## config.mk

```make
export PLATFORM = sky130hd
export DESIGN_NAME = gold_sequence_bit_scrambler_unit
export DESIGN_NICKNAME = d
export VERILOG_FILES = /design/src/sv/gsbs_pkg.sv /design/src/sv/gsbs_state.sv /design/src/sv/gsbs_lane.sv /design/src/sv/gsbs_merge.sv /design/src/sv/gold_sequence_bit_scrambler_unit.sv
export SDC_FILE = /design/constraint.sdc
export NUM_CORES = 1
export LEC_CHECK = 0
export BUFFER_PORTS_ARGS = -buffer_cell sky130_fd_sc_hd__clkbuf_2
export CORE_UTILIZATION = 60
export DETAILED_ROUTE_END_ITERATION = 7
export PLACE_DENSITY = 0.8
export SETUP_SLACK_MARGIN = 0.15
export SLEW_MARGIN = 20
export SYNTH_ARGS = -nofsm -noshare
export SYNTH_HDL_FRONTEND = slang
export SYNTH_SLANG_ARGS = --single-unit
export TNS_END_PERCENT = 50
```

## constraint.sdc

```tcl
create_clock -name i_clk -period 12.9 [get_ports i_clk]
set_clock_uncertainty 0.15 [all_clocks]
set_input_delay 2.58 -clock i_clk [delete_from_list [all_inputs] [get_ports i_clk]]
set_output_delay 2.58 -clock i_clk [all_outputs]
set_load 0.005 [all_outputs]
```

## src/sv/gsbs_pkg.sv

```systemverilog
// Package: item types, register codes and Gold sequence matrix helpers.
`default_nettype none

package gsbs_pkg;

    localparam int REG_BITS      = 31;
    localparam int DATA_BITS     = 32;
    localparam int RNTI_BITS     = 16;
    localparam int CELL_ID_BITS  = 9;
    localparam int SLOT_BITS     = 5;
    localparam int CFG_IDX_BITS  = 1;
    localparam int CFG_DATA_BITS = 16;
    localparam int WORD_BITS_DEF = 32;
    localparam int unsigned GOLD_NC = 1600;

    typedef logic [REG_BITS-1:0]                t_gvec;
    typedef logic [REG_BITS-1:0][REG_BITS-1:0]  t_gmat;

    // feedback taps: x1 uses x(n)^x(n+3), x2 uses x(n)^..^x(n+3)
    localparam t_gvec TAP_ONE = t_gvec'(4'b1001);
    localparam t_gvec TAP_TWO = t_gvec'(4'b1111);

    typedef enum logic [CFG_IDX_BITS-1:0] {
        CFG_RNTI    = 1'b0,
        CFG_CELL_ID = 1'b1
    } t_cfg_reg;

    typedef struct packed {
        logic                 start_req;
        logic                 frame_parity;
        logic [SLOT_BITS-1:0] slot_number;
        logic [DATA_BITS-1:0] data_word;
        logic                 last;
    } t_in_item;

    typedef struct packed {
        logic [DATA_BITS-1:0] scrambled_word;
        logic                 last_out;
    } t_out_item;

    typedef struct packed {
        t_gvec x1;
        t_gvec x2;
    } t_gold_state;

    // Runs one register forward by a number of steps (elaboration only).
    function automatic t_gvec gold_run(t_gvec tap, t_gvec init, int unsigned steps);
        t_gvec       s;
        logic        fb;
        int unsigned n;
        s = init;
        for (n = 0; n < steps; n++) begin
            fb = ^(s & tap);
            s  = {fb, s[REG_BITS-1:1]};
        end
        return s;
    endfunction

    // Row form of the step^n map: entry [j][i] is bit j of the image of bit i.
    function automatic t_gmat gold_mat(t_gvec tap, int unsigned steps);
        t_gmat m;
        t_gvec v;
        int    i;
        int    j;
        m = '0;
        for (i = 0; i < REG_BITS; i++) begin
            v = gold_run(tap, t_gvec'(1) << i, steps);
            for (j = 0; j < REG_BITS; j++) begin
                m[j][i] = v[j];
            end
        end
        return m;
    endfunction

    // GF(2) matrix times vector; each output bit is an independent parity.
    function automatic t_gvec gold_apply(t_gmat m, t_gvec s);
        t_gvec r;
        int    j;
        for (j = 0; j < REG_BITS; j++) begin
            r[j] = ^(m[j] & s);
        end
        return r;
    endfunction

    localparam t_gvec X1_START = gold_run(TAP_ONE, t_gvec'(1), GOLD_NC);
    localparam t_gmat SEED_ADV = gold_mat(TAP_TWO, GOLD_NC);

endpackage

`default_nettype wire

```

## src/sv/gsbs_state.sv

```systemverilog
// Sequence state: seeding with the 1600-step jump and the per-item word advance.
`default_nettype none

module gsbs_state #(
    parameter int WORD_BITS = gsbs_pkg::WORD_BITS_DEF
) (
    input  wire                                 i_clk,
    input  wire                                 i_rst_n,
    input  wire                                 i_take,
    input  wire                                 i_start,
    input  wire                                 i_parity,
    input  wire  [gsbs_pkg::SLOT_BITS-1:0]      i_slot,
    input  wire  [gsbs_pkg::RNTI_BITS-1:0]      i_rnti,
    input  wire  [gsbs_pkg::CELL_ID_BITS-1:0]   i_cell_id,
    output gsbs_pkg::t_gold_state               o_cur
);
    import gsbs_pkg::*;

    localparam t_gmat STEP_ONE = gold_mat(TAP_ONE, WORD_BITS);
    localparam t_gmat STEP_TWO = gold_mat(TAP_TWO, WORD_BITS);

    t_gvec r_x1, n_x1;
    t_gvec r_x2, n_x2;
    t_gvec seed;
    t_gold_state cur;

    // fields never overlap, so the seed sum is a plain concatenation
    assign seed = {1'b0, i_rnti, i_parity, i_slot[SLOT_BITS-1:1], i_cell_id};

    always_comb begin
        cur.x1 = i_start ? X1_START : r_x1;
        cur.x2 = i_start ? gold_apply(SEED_ADV, seed) : r_x2;
        n_x1   = r_x1;
        n_x2   = r_x2;
        if (i_take) begin
            n_x1 = gold_apply(STEP_ONE, cur.x1);
            n_x2 = gold_apply(STEP_TWO, cur.x2);
        end
    end

    always_ff @(posedge i_clk) begin
        if (!i_rst_n) begin
            r_x1 <= '0;
            r_x2 <= '0;
        end else begin
            r_x1 <= n_x1;
            r_x2 <= n_x2;
        end
    end

    assign o_cur = cur;

    // x1 is seeded nonzero and a maximal LFSR never reaches zero
    a_x1_live: assert property (@(posedge i_clk) disable iff (!i_rst_n)
        i_take && i_start |=> r_x1 != '0)
        else $error("x1 register zero after seeding");

    a_x1_idle: assert property (@(posedge i_clk) disable iff (!i_rst_n)
        !(i_take && i_start) && r_x1 == '0 |=> r_x1 == '0)
        else $error("x1 register left zero without a start item");

endmodule

`default_nettype wire

```

## src/sv/gsbs_lane.sv

```systemverilog
// One lane: sequence bit number LANE of a word from the word's start state.
`default_nettype none

module gsbs_lane #(
    parameter int LANE = 0
) (
    input  gsbs_pkg::t_gold_state i_state,
    output logic                  o_bit
);
    import gsbs_pkg::*;

    localparam t_gmat MAT_ONE = gold_mat(TAP_ONE, LANE);
    localparam t_gmat MAT_TWO = gold_mat(TAP_TWO, LANE);

    // bit 0 after LANE steps, as a parity over the start state
    assign o_bit = ^(MAT_ONE[0] & i_state.x1) ^ ^(MAT_TWO[0] & i_state.x2);

endmodule

`default_nettype wire

```

## src/sv/gsbs_merge.sv

```systemverilog
// Merge stage: gathers lane bits, XORs them onto the data word, output register.
`default_nettype none

module gsbs_merge (
    input  wire                               i_clk,
    input  wire                               i_rst_n,
    input  wire                               i_valid,
    output logic                              o_ready,
    input  wire  [gsbs_pkg::DATA_BITS-1:0]    i_seq,
    input  wire  [gsbs_pkg::DATA_BITS-1:0]    i_data,
    input  wire                               i_last,
    output logic                              o_valid,
    input  wire                               i_ready,
    output gsbs_pkg::t_out_item               o_item
);
    import gsbs_pkg::*;

    logic      r_valid, n_valid;
    t_out_item r_item;
    logic      take;

    assign o_ready = !r_valid || i_ready;
    assign take    = i_valid && o_ready;

    always_comb begin
        n_valid = r_valid;
        if (take) begin
            n_valid = 1'b1;
        end else if (i_ready) begin
            n_valid = 1'b0;
        end
    end

    always_ff @(posedge i_clk) begin
        if (!i_rst_n) begin
            r_valid <= 1'b0;
        end else begin
            r_valid <= n_valid;
        end
    end

    always_ff @(posedge i_clk) begin
        if (take) begin
            r_item.scrambled_word <= i_data ^ i_seq;
            r_item.last_out       <= i_last;
        end
    end

    assign o_valid = r_valid;
    assign o_item  = r_item;

endmodule

`default_nettype wire

```

## src/sv/gold_sequence_bit_scrambler_unit.sv

```systemverilog
// Pipeline: an accepted item is registered in the state stage, then in the merge
// register, from which the receiver takes the result.
// Throughput: one item per cycle unless the output stalls; the word advance and the seed
// jump are constant GF(2) matrices applied combinationally, so starts cost nothing extra.
// Reset (synchronous, active low): both LFSRs zero, rnti and cell_id zero,
// pipeline empty; the block is ready to take items as soon as reset ends.
`default_nettype none

module gold_sequence_bit_scrambler_unit #(
    parameter int WORD_BITS = gsbs_pkg::WORD_BITS_DEF
) (
    input  wire                                  i_clk,
    input  wire                                  i_rst_n,
    input  wire                                  i_in_valid,
    output logic                                 o_in_ready,
    input  gsbs_pkg::t_in_item                   i_in_item,
    output logic                                 o_out_valid,
    input  wire                                  i_out_ready,
    output gsbs_pkg::t_out_item                  o_out_item,
    input  wire                                  i_cfg_valid,
    output logic                                 o_cfg_ready,
    input  wire  [gsbs_pkg::CFG_IDX_BITS-1:0]    i_cfg_index,
    input  wire  [gsbs_pkg::CFG_DATA_BITS-1:0]   i_cfg_data
);
    import gsbs_pkg::*;

    // only the low min(WORD_BITS, DATA_BITS) sequence bits reach the word; the rest are zero
    localparam int LANES = (WORD_BITS < DATA_BITS) ? WORD_BITS : DATA_BITS;

    logic [RNTI_BITS-1:0]    r_rnti;
    logic [CELL_ID_BITS-1:0] r_cell_id;

    logic                 r_s1_valid, n_s1_valid;
    t_gold_state          r_s1_state;
    logic [DATA_BITS-1:0] r_s1_data;
    logic                 r_s1_last;

    t_gold_state          cur;
    logic [DATA_BITS-1:0] seq;
    logic                 s1_adv;
    logic                 in_take;

    assign o_cfg_ready = 1'b1;

    always_ff @(posedge i_clk) begin
        if (!i_rst_n) begin
            r_rnti    <= '0;
            r_cell_id <= '0;
        end else if (i_cfg_valid) begin
            case (t_cfg_reg'(i_cfg_index))
                CFG_RNTI:    r_rnti    <= i_cfg_data[RNTI_BITS-1:0];
                CFG_CELL_ID: r_cell_id <= i_cfg_data[CELL_ID_BITS-1:0];
                default: begin
                end
            endcase
        end
    end

    assign o_in_ready = !r_s1_valid || s1_adv;
    assign in_take    = i_in_valid && o_in_ready;

    gsbs_state #(
        .WORD_BITS (WORD_BITS)
    ) u_state (
        .i_clk     (i_clk),
        .i_rst_n   (i_rst_n),
        .i_take    (in_take),
        .i_start   (i_in_item.start_req),
        .i_parity  (i_in_item.frame_parity),
        .i_slot    (i_in_item.slot_number),
        .i_rnti    (r_rnti),
        .i_cell_id (r_cell_id),
        .o_cur     (cur)
    );

    always_comb begin
        n_s1_valid = r_s1_valid;
        if (in_take) begin
            n_s1_valid = 1'b1;
        end else if (s1_adv) begin
            n_s1_valid = 1'b0;
        end
    end

    always_ff @(posedge i_clk) begin
        if (!i_rst_n) begin
            r_s1_valid <= 1'b0;
        end else begin
            r_s1_valid <= n_s1_valid;
        end
    end

    always_ff @(posedge i_clk) begin
        if (in_take) begin
            r_s1_state <= cur;
            r_s1_data  <= i_in_item.data_word;
            r_s1_last  <= i_in_item.last;
        end
    end

    for (genvar k = 0; k < DATA_BITS; k++) begin : g_lane
        if (k < LANES) begin : g_on
            gsbs_lane #(
                .LANE (k)
            ) u_lane (
                .i_state (r_s1_state),
                .o_bit   (seq[k])
            );
        end else begin : g_off
            assign seq[k] = 1'b0;
        end
    end

    gsbs_merge u_merge (
        .i_clk   (i_clk),
        .i_rst_n (i_rst_n),
        .i_valid (r_s1_valid),
        .o_ready (s1_adv),
        .i_seq   (seq),
        .i_data  (r_s1_data),
        .i_last  (r_s1_last),
        .o_valid (o_out_valid),
        .i_ready (i_out_ready),
        .o_item  (o_out_item)
    );

    a_s1_hold: assert property (@(posedge i_clk) disable iff (!i_rst_n)
        r_s1_valid && !s1_adv |=> r_s1_valid)
        else $error("state stage item dropped while merge stalled");

    a_s1_fill: assert property (@(posedge i_clk) disable iff (!i_rst_n)
        in_take |=> r_s1_valid)
        else $error("accepted item missing from state stage");

endmodule

`default_nettype wire

```

==> metrics.csv, run 1 <==
metric;value;unit
end point of the worst hold path;u_merge.o_item[0]$_DFFE_PP_;
wire length on met2;10.5;mm
Avg Vias per Cell;5.36;
number of buffers created by CTS;23;
antenna violations before repair;0;
layout cells sized above 1;0.172;
wl on met1;9.64;mm
Hold-fix buffers, CTS;0;
synthesized instance count;931;
n_diodes;0;
post_cts resized;0;
Clock Latency Late Sink;0.50;ns
Hold Fails Final Rpt;0;
pre-CTS setup slack;6.92;ns
Top Layer Used;met4;
CP required;10.17;ns
fill cell count;1335;
Die Wd;138;um
DR vias;6644;
Placer Congestion;0.960;
Std-Cell Rows;49;
switching power total;0.710;mW
footprint of the multi-input gates;5090;um2
CORE AREA;18000;um2
final net count;1056;
Least-Margin Pin Slew;1.01;ns
DIE HEIGHT;138;um
Synth Cell Area;11100;um2
crit-path max FO;4;
Max-Cap Viols;0;
gr usage total;0.238;
ranking of synthesized cells by instance count;xnor2_1 (213), edfxtp_1 (128), dfxtp_1 (89);
period utilisation layout;0.463;
Flop pwr share;0.395;
Peak Freq;0.168;GHz
power per cell area;189;nW/um2
largest cells by area after synthesis;edfxtp_1 (35%), xnor2_1 (17%), dfxtp_1 (16%);
PnR worst setup slack;6.93;ns
Synthesized Nets;993;
Synth top area share;0.347;
GRT overflow;0;
CP Data Arrival Time;3.24;ns
max-slew violations;0;
die area;19000;um2
Post-synth EDFFs;128;
internal reg-to-reg setup slack;9.59;ns
Clk network pwr share;0.271;
capturing element type of the critical path;output port;
CTS tree;done;
final instance area;12300;um2
final WL;21.7;mm
FF+latch count, synth;217;
WHS Path Cells;0;
Post-route DRC;0;
setup_tns;0;ns
hold path startpoint;r_s1_last$_DFFE_PP_;
Sw Ratio;0.304;
Placed Area;11600;um2
vias in the first global route;6535;
unique cell type count in the Yosys netlist;36;
Max VDD drop;0.151;mV
Initial Utilization;0.614;
root buffer selected by CTS;clkbuf_16;
cell type with the largest total area after synthesis;edfxtp_1;
Top Ports;98;
Clk pin slew, worst setup/hold paths;0.06;ns
H-Tree Depth;1;
initial DRC count;451;
final cell count without fillers;1240;
post-layout min period;5.97;ns
status;finished clean;
Comb pwr share;0.333;
DRT Pass-1 Iters;5;
FF/Latch Area;5630;um2
clk sinks;217;
worst relative slew slack;0.328;
FF-to-FF path depth;8;
WL per Instance;17.5;um
first-pass GRT wire length;34.6;mm
Avg Cell Area, Syn;11.9;um2
Power Internal;1.62;mW
post-synthesis sequential area ratio;0.508;
DPL Wire Length;15.0;mm
Placed Cells;1198;
Min-Delay Path Class;flop to flop;
top_reg_cell synth;edfxtp_1;
static leakage;4.84;nW
Startpoint Class;primary input;
largest net degree at the start of global routing;73;
Clock Tree Buf Depth;3;
# setup viols final;0;
worst r2r dst;u_state.r_x2[8]$_SDFFE_PN0P_;
most numerous cell in the Yosys netlist;xnor2_1;
Ys Warns;0;
RSZ-0062 raised after global routing;no;
met3 WL;1.14;mm
FF-to-FF Start;r_cell_id[4]$_SDFFE_PN0P_;
Area Growth Syn to Fin;11.5;%
postcts setup bufs;0;
async set or reset register ratio after synthesis;0;
kind of critical path;primary input to output port;
Port Buffer Count;95;
Final ANT Viol Nets;0;
[cells by family after synthesis]
family          after synthesis  share of synthesized area
buf+inv                      87                     0.0332
simple gates                201                     0.0837
xor+xnor                    306                      0.304
other cells                   1                   0.000339
compound gates               92                     0.0438
mux                          27                     0.0271
flops                       217                      0.508
[flip-flops by register name (all words and copies together) (netlist names)]
name / count
r_s1_state: 62
r_s1_last: 1
r_rnti: 16
u_merge.o_valid: 1
r_cell_id: 9
u_state.r_x2: 31
u_merge.o_item: 33
r_s1_valid: 1
u_state.r_x1: 31
r_s1_data: 32
[power by group through the flow]
stage | Combinational, mW | Sequential (mW) | Clock [mW]
floorplan | 0.638 | 0.915 | 0
CTS | 0.780 | 0.922 | 0.644
global placement | 0.758 | 0.932 | 0
finish | 0.776 | 0.922 | 0.633
detailed placement | 0.772 | 0.937 | 0
global route | 0.845 | 0.932 | 0.666
[critical path, stage by stage]
cell	delay, ns
clkbuf_2	0.08
nor2b_1	0.31
nand2_1	0.14
clkbuf_2	0.13
[stage by stage]
step	total power, mW	util	hold WS, ns
after floorplan	1.55	-	0.250
after detailed placement	1.71	0.644	0.260
after CTS	2.35	0.684	0.275
after global placement	1.69	0.644	0.254
after global routing	2.44	0.684	0.284
final	2.33	0.684	0.275
[final cells by class]
type,instances,area share
inverter,26,0.00811
multi-input combinational,627,0.412
tap,229,0.0232
clock inverter,5,0.00274
clock buffer,37,0.0564
timing repair buffer,99,0.0412
sequential,217,0.456
[per-layer routing]
metal | global-route usage | vias up
met3 | 0.0375 | 37
met4 | 0.0531 | 0
met5 | 0 | -
li1 | - | 3240
met2 | 0.402 | 162
met1 | 0.323 | 3205
[worst max path at each step]
stage | cells after the start | endpoint | start
2_1_floorplan | 6 | r_s1_data[0]$_DFFE_PP_ | i_out_ready
3_3_place_gp | 4 | o_in_ready | i_out_ready
3_5_place_dp | 4 | o_in_ready | i_out_ready
4_1_cts | 4 | o_in_ready | i_out_ready
5_1_grt | 4 | o_in_ready | i_out_ready
6_report | 4 | o_in_ready | i_out_ready
[placed cells by master (no fill, tap or decap), drive strengths merged, types with 2 or more instances in the layout]
cell      synthesis  routed
xnor2           219     219
clkbuf           37     131
edfxtp          128     128
dfxtp            89      89
a21oi            60      60
nand2            55      55
nor2             46      46
xor2             44      44
nor3             42      42
xnor3            32      32
inv              26      26
o21ai            24      24
nor2b            23      23
mux2i            23      23
nand3            21      21
or2              11      11
xor3             11      11
a211oi            6       6
buf              24       5
mux2              4       4
clkinv            0       3
and2              2       2
clkinvlp          0       2
No activity file was read; power rests on OpenSTA's default activity.
==> inputs of run 2 (changes only) <==
==> constraint.sdc (replaced) <==
create_clock -name i_clk -period 5.96 [get_ports i_clk]
set_clock_uncertainty 0.15 [all_clocks]
set_input_delay 1.192 -clock i_clk [delete_from_list [all_inputs] [get_ports i_clk]]
set_output_delay 1.192 -clock i_clk [all_outputs]
set_load 0.005 [all_outputs]
==> run 2 against run 1 <==
  * Routed wire length rose by 0.78%
  * Worst setup slack got worse by 4.4 ns
  * Register-to-register slack got worse by 6.9 ns
  * Non-clock buffer count rose by 1
  * Combinational power rose by 120%
  * Count of clock-buffer cells in the layout fell by 10
  * Largest power group unchanged
  * Core utilization rose by 0.16 points
  * Worst hold slack improved by 0.0095 ns
  * First-iteration DRC count rose by 24%
  * Clock power rose by 120%
  * Critical path depth rose by 4
==> metrics.csv, run 2 (synthesis gave the netlist of run 1 again) <==
metric;value;unit
status;finished clean;
clk sinks;217;
die area;19000;um2
Std-Cell Rows;49;
Post-route DRC;0;
final total power;5.10;mW
vias in the first global route;6490;
DIE HEIGHT;138;um
CP required;6.25;ns
GRT overflow;0;
Max-Cap Viols;0;
DPL Wire Length;15.2;mm
Peak Freq;0.292;GHz
Max VDD drop;0.312;mV
RSZ-0062 raised after global routing;no;
Area Growth Syn to Fin;11.7;%
Clock Latency Late Sink;0.52;ns
Die Wd;138;um
Placer Congestion;0.922;
CP Cell Sequence;clkbuf_2 -> xnor2_2 -> xor3_2 -> xor3_1 -> mux2_2 -> xor2_1 -> nand3_1 -> o211ai_1;
crit-path max FO;4;
postcts setup bufs;0;
power per cell area;412;nW/um2
capturing element type of the critical path;flop;
kind of critical path;primary input to flop;
Clk pin slew, worst setup/hold paths;0.06;ns
Port Buffer Count;95;
Slowest-stage cell, CP;xor3_2;
max reg flops;62;
layout cells sized above 1;0.172;
Final ANT Viol Nets;0;
final net count;1057;
Placed Area;11600;um2
Hold Fails Final Rpt;0;
H-Tree Depth;1;
gr usage total;0.241;
DRT Pass-1 Iters;4;
largest net degree at the start of global routing;69;
worst relative slew slack;0.334;
Startpoint Class;primary input;
# setup viols final;0;
first-pass GRT wire length;34.6;mm
Top reg by flops;r_s1_state;
CORE AREA;18000;um2
CTS tree;done;
Placed Cells;1199;
n_diodes;0;
Least-Margin Pin Slew;0.997;ns
setup_tns;0;ns
Top delay family on crit path;XOR/XNOR gates;
max-slew violations;0;
root buffer selected by CTS;clkbuf_16;
Clock Tree Buf Depth;3;
static leakage;4.85;nW
CP Data Arrival Time;3.72;ns
fill cell count;1322;
final cell count without fillers;1241;
DR vias;6677;
final WL;21.8;mm
commonest non-fill, non-tap cell in the layout;xnor2_1;
post_cts resized;0;
CP max stage delay;0.50;ns
Min-Delay Path Class;flop to flop;
period utilisation layout;0.574;
Top Ports;98;
antenna violations before repair;0;
Initial Utilization;0.614;
Hold WS;0.285;ns
Buffers & Inverters on Critical Path;1;
number of buffers created by CTS;23;
initial DRC count;558;
post-layout min period;3.42;ns
Avg Vias per Cell;5.38;
most frequent cells in the layout;xnor2_1 (213), edfxtp_1 (128), clkbuf_2 (94);
final instance area;12400;um2
Hold-fix buffers, CTS;0;
WL per Instance;17.6;um
run 2: cell count changes in the layout (fill, tap and decap cells not counted), moves of 2 or more:
cell,previous run,this run
bufinv_16,0,2
clkinv_1,1,3
clkbuf_2,97,94
clkbuf_8,6,1
clkinv_2,2,5
run 2: layout make-up:
type | count | area [um2] | area share
flip-flops and latches | 217 | 5630 | 0.455
multi-input cells | 627 | 5090 | 0.411
clock buffers | 27 | 601 | 0.0486
repair buffers | 100 | 515 | 0.0417
well taps | 229 | 287 | 0.0232
clock inverters | 15 | 150 | 0.0121
inverters | 26 | 100 | 0.00810
run 2: layer usage:
metal | vias up | share of wire | GRT usage
met4 | 0 | 0.018 | 0.0537
met5 | - | 0 | 0
met2 | 176 | 0.49 | 0.408
met1 | 3233 | 0.44 | 0.326
li1 | 3242 | - | -
met3 | 26 | 0.052 | 0.0368
run 2: final timing paths:
kind                                           startpoint                             to  slack [ns]  cells past startpoint
worst max-delay path                        i_in_item[34]  u_state.r_x2[24]$_SDFFE_PN0P_        2.54                      8
worst min register to register        r_s1_last$_DFFE_PP_    u_merge.o_item[0]$_DFFE_PP_        0.28                      0
worst min-delay path                  r_s1_last$_DFFE_PP_    u_merge.o_item[0]$_DFFE_PP_        0.28                      0
worst max register to register  r_cell_id[4]$_SDFFE_PN0P_  u_state.r_x2[24]$_SDFFE_PN0P_        2.68                      7
run 2: metrics by stage:
| step | worst slack [ns] | util |
|---|---|---|
| 2_1_floorplan | 0.703 | - |
| 3_5_place_dp | 2.05 | 0.644 |
| 3_3_place_gp | 2.05 | 0.644 |
| 6_report | 2.54 | 0.686 |
| 5_1_grt | 2.39 | 0.686 |
| 4_1_cts | 2.57 | 0.686 |
run 2: power breakdown:
| group | leakage, nW | switching [mW] | total (mW) | internal (mW) |
|---|---|---|---|---|
| clock network | 0.364 | 0.589 | 1.41 | 0.817 |
| registers | 1.99 | 0.136 | 2.00 | 1.86 |
| logic | 2.50 | 0.846 | 1.69 | 0.848 |
| total | 4.85 | 1.57 | 5.10 | 3.53 |
==> inputs of run 3 (changes only) <==
==> constraint.sdc (replaced) <==
create_clock -name i_clk -period 3.2 [get_ports i_clk]
set_clock_uncertainty 0.15 [all_clocks]
set_input_delay 0.64 -clock i_clk [delete_from_list [all_inputs] [get_ports i_clk]]
set_output_delay 0.64 -clock i_clk [all_outputs]
set_load 0.005 [all_outputs]
==> run 3 against run 2 <==
  * Register-to-register slack worse by 2.4 ns
  * Combinational power is 98% higher
  * Worst setup slack worse by 2.3 ns
  * Largest power group unchanged
  * Routed wire length is 0.28% lower
  * First-iteration DRC count is 0.90% lower
  * Clock power is 77% higher
  * Critical path type is now flop to flop
  * Critical path depth stayed put
  * Core utilization is 1.7 points higher
  * Sequential share of layout area is 1.1 points lower
  * Via count is 1.2% higher
  * Sequential power is 86% higher
==> metrics.csv, run 3 (synthesis gave the netlist of run 1 again) <==
metric;value;unit
Final ANT Viol Nets;0;
Hold Fails Final Rpt;0;
Clk pin slew, worst setup/hold paths;0.06;ns
GRT overflow;0;
layout cells sized above 1;0.198;
Area Growth Syn to Fin;14.4;%
CP Cell Sequence;xor3_2 -> xnor3_2 -> xnor2_2 -> xor3_2 -> mux2i_4 -> xor2_4 -> xnor2_1 -> a21oi_1;
Max-Cap Viols;0;
root buffer selected by CTS;clkbuf_16;
crit-path max FO;4;
Top Ports;98;
CTS tree;done;
CP required;3.42;ns
most used cell, CP;xor3_2;
Avg Vias per Cell;5.27;
Placer Congestion;0.967;
final WL;21.8;mm
WL per Instance;17.0;um
fill cell count;1282;
static leakage;5.04;nW
DRT Pass-1 Iters;5;
final total power;9.57;mW
status;finished clean;
H-Tree Depth;1;
clk sinks;217;
setup_tns;0;ns
Max VDD drop;0.558;mV
Top reg by flops;r_s1_state;
DIE HEIGHT;138;um
n_diodes;0;
period utilisation layout;0.913;
power per cell area;755;nW/um2
Min-Delay Path Class;primary input to flop;
CP Data Arrival Time;3.14;ns
initial DRC count;553;
post-layout min period;2.92;ns
vias in the first global route;6765;
fin util;0.703;
Startpoint Class;flop;
Hold-fix buffers, CTS;0;
antenna violations before repair;0;
largest net degree at the start of global routing;97;
footprint of the multi-input gates;5110;um2
final instance area;12700;um2
DR vias;6754;
Post-route DRC;0;
postcts setup bufs;0;
most frequent cells in the layout;xnor2_1 (212), edfxtp_1 (128), clkbuf_2 (94);
Clock Latency Late Sink;0.50;ns
DPL Wire Length;15.4;mm
CORE AREA;18000;um2
Std-Cell Rows;49;
CP max stage delay;0.53;ns
Die Wd;138;um
final net count;1098;
gr usage total;0.239;
kind of critical path;flop to flop;
# setup viols final;0;
worst relative slew slack;0.529;
number of buffers created by CTS;23;
max-slew violations;0;
Top delay family on crit path;XOR/XNOR gates;
Buffers & Inverters on Critical Path;0;
Placed Area;11900;um2
first-pass GRT wire length;34.6;mm
die area;19000;um2
post_cts resized;0;
Port Buffer Count;95;
max reg flops;62;
Peak Freq;0.342;GHz
Slowest-stage cell, CP;xor3_2;
RSZ-0062 raised after global routing;yes;
capturing element type of the critical path;flop;
Clock Tree Buf Depth;3;
Initial Utilization;0.614;
Least-Margin Pin Slew;0.707;ns
FF/Latch Area;5630;um2
Hold WS;0.163;ns
commonest non-fill, non-tap cell in the layout;xnor2_1;
run 3: area by class of cell:
class,count,share of cell area
Clock buffer,32,0.0481
Clock inverter,10,0.00781
Tap cell,229,0.0226
Inverter,26,0.00790
Multi-Input combinational cell,627,0.403
Sequential cell,217,0.444
Timing Repair Buffer,141,0.0660
run 3: worst register-to-register path: cells and delay by family (launching register included):
family / cells / cell delay [ns]
AOI/OAI and AO/OA: 1 / 0.08
muxes: 1 / 0.26
DFF: 1 / 0.33
xor gates and xnor gates: 6 / 1.98
run 3: path summary, 6_finish.rpt:
kind / start / end / slack (ns) / cells after the start
max: r_cell_id[1]$_SDFFE_PN0P_ / u_state.r_x2[17]$_SDFFE_PN0P_ / 0.28 / 8
min: i_in_item[26] / r_s1_data[25]$_DFFE_PP_ / 0.16 / 1
max reg2reg: r_cell_id[1]$_SDFFE_PN0P_ / u_state.r_x2[17]$_SDFFE_PN0P_ / 0.28 / 8
min reg2reg: r_s1_last$_DFFE_PP_ / u_merge.o_item[0]$_DFFE_PP_ / 0.27 / 0
run 3: routing by layer:
metal / up-vias / routed length, um / track usage
li1: 3323 / - / -
met1: 3233 / 9670 / 0.319
met2: 164 / 10800 / 0.417
met3: 34 / 991 / 0.0298
met4: 0 / 335 / 0.0525
met5: - / 0 / 0
run 3: report_power, final:
group / leakage, nW / switching (mW) / internal (mW)
clock network: 0.345 / 1.01 / 1.49
registers: 1.99 / 0.243 / 3.47
logic: 2.71 / 1.60 / 1.75
total: 5.04 / 2.86 / 6.71
run 3: stage by stage:
stage | cells | setup WS, ns
after detailed placement | 1240 | -0.0203
after floorplan | 931 | 0.226
after global placement | 1240 | 0.105
after global routing | 1282 | 0.129
after CTS | 1282 | 0.207
final | 1282 | 0.278
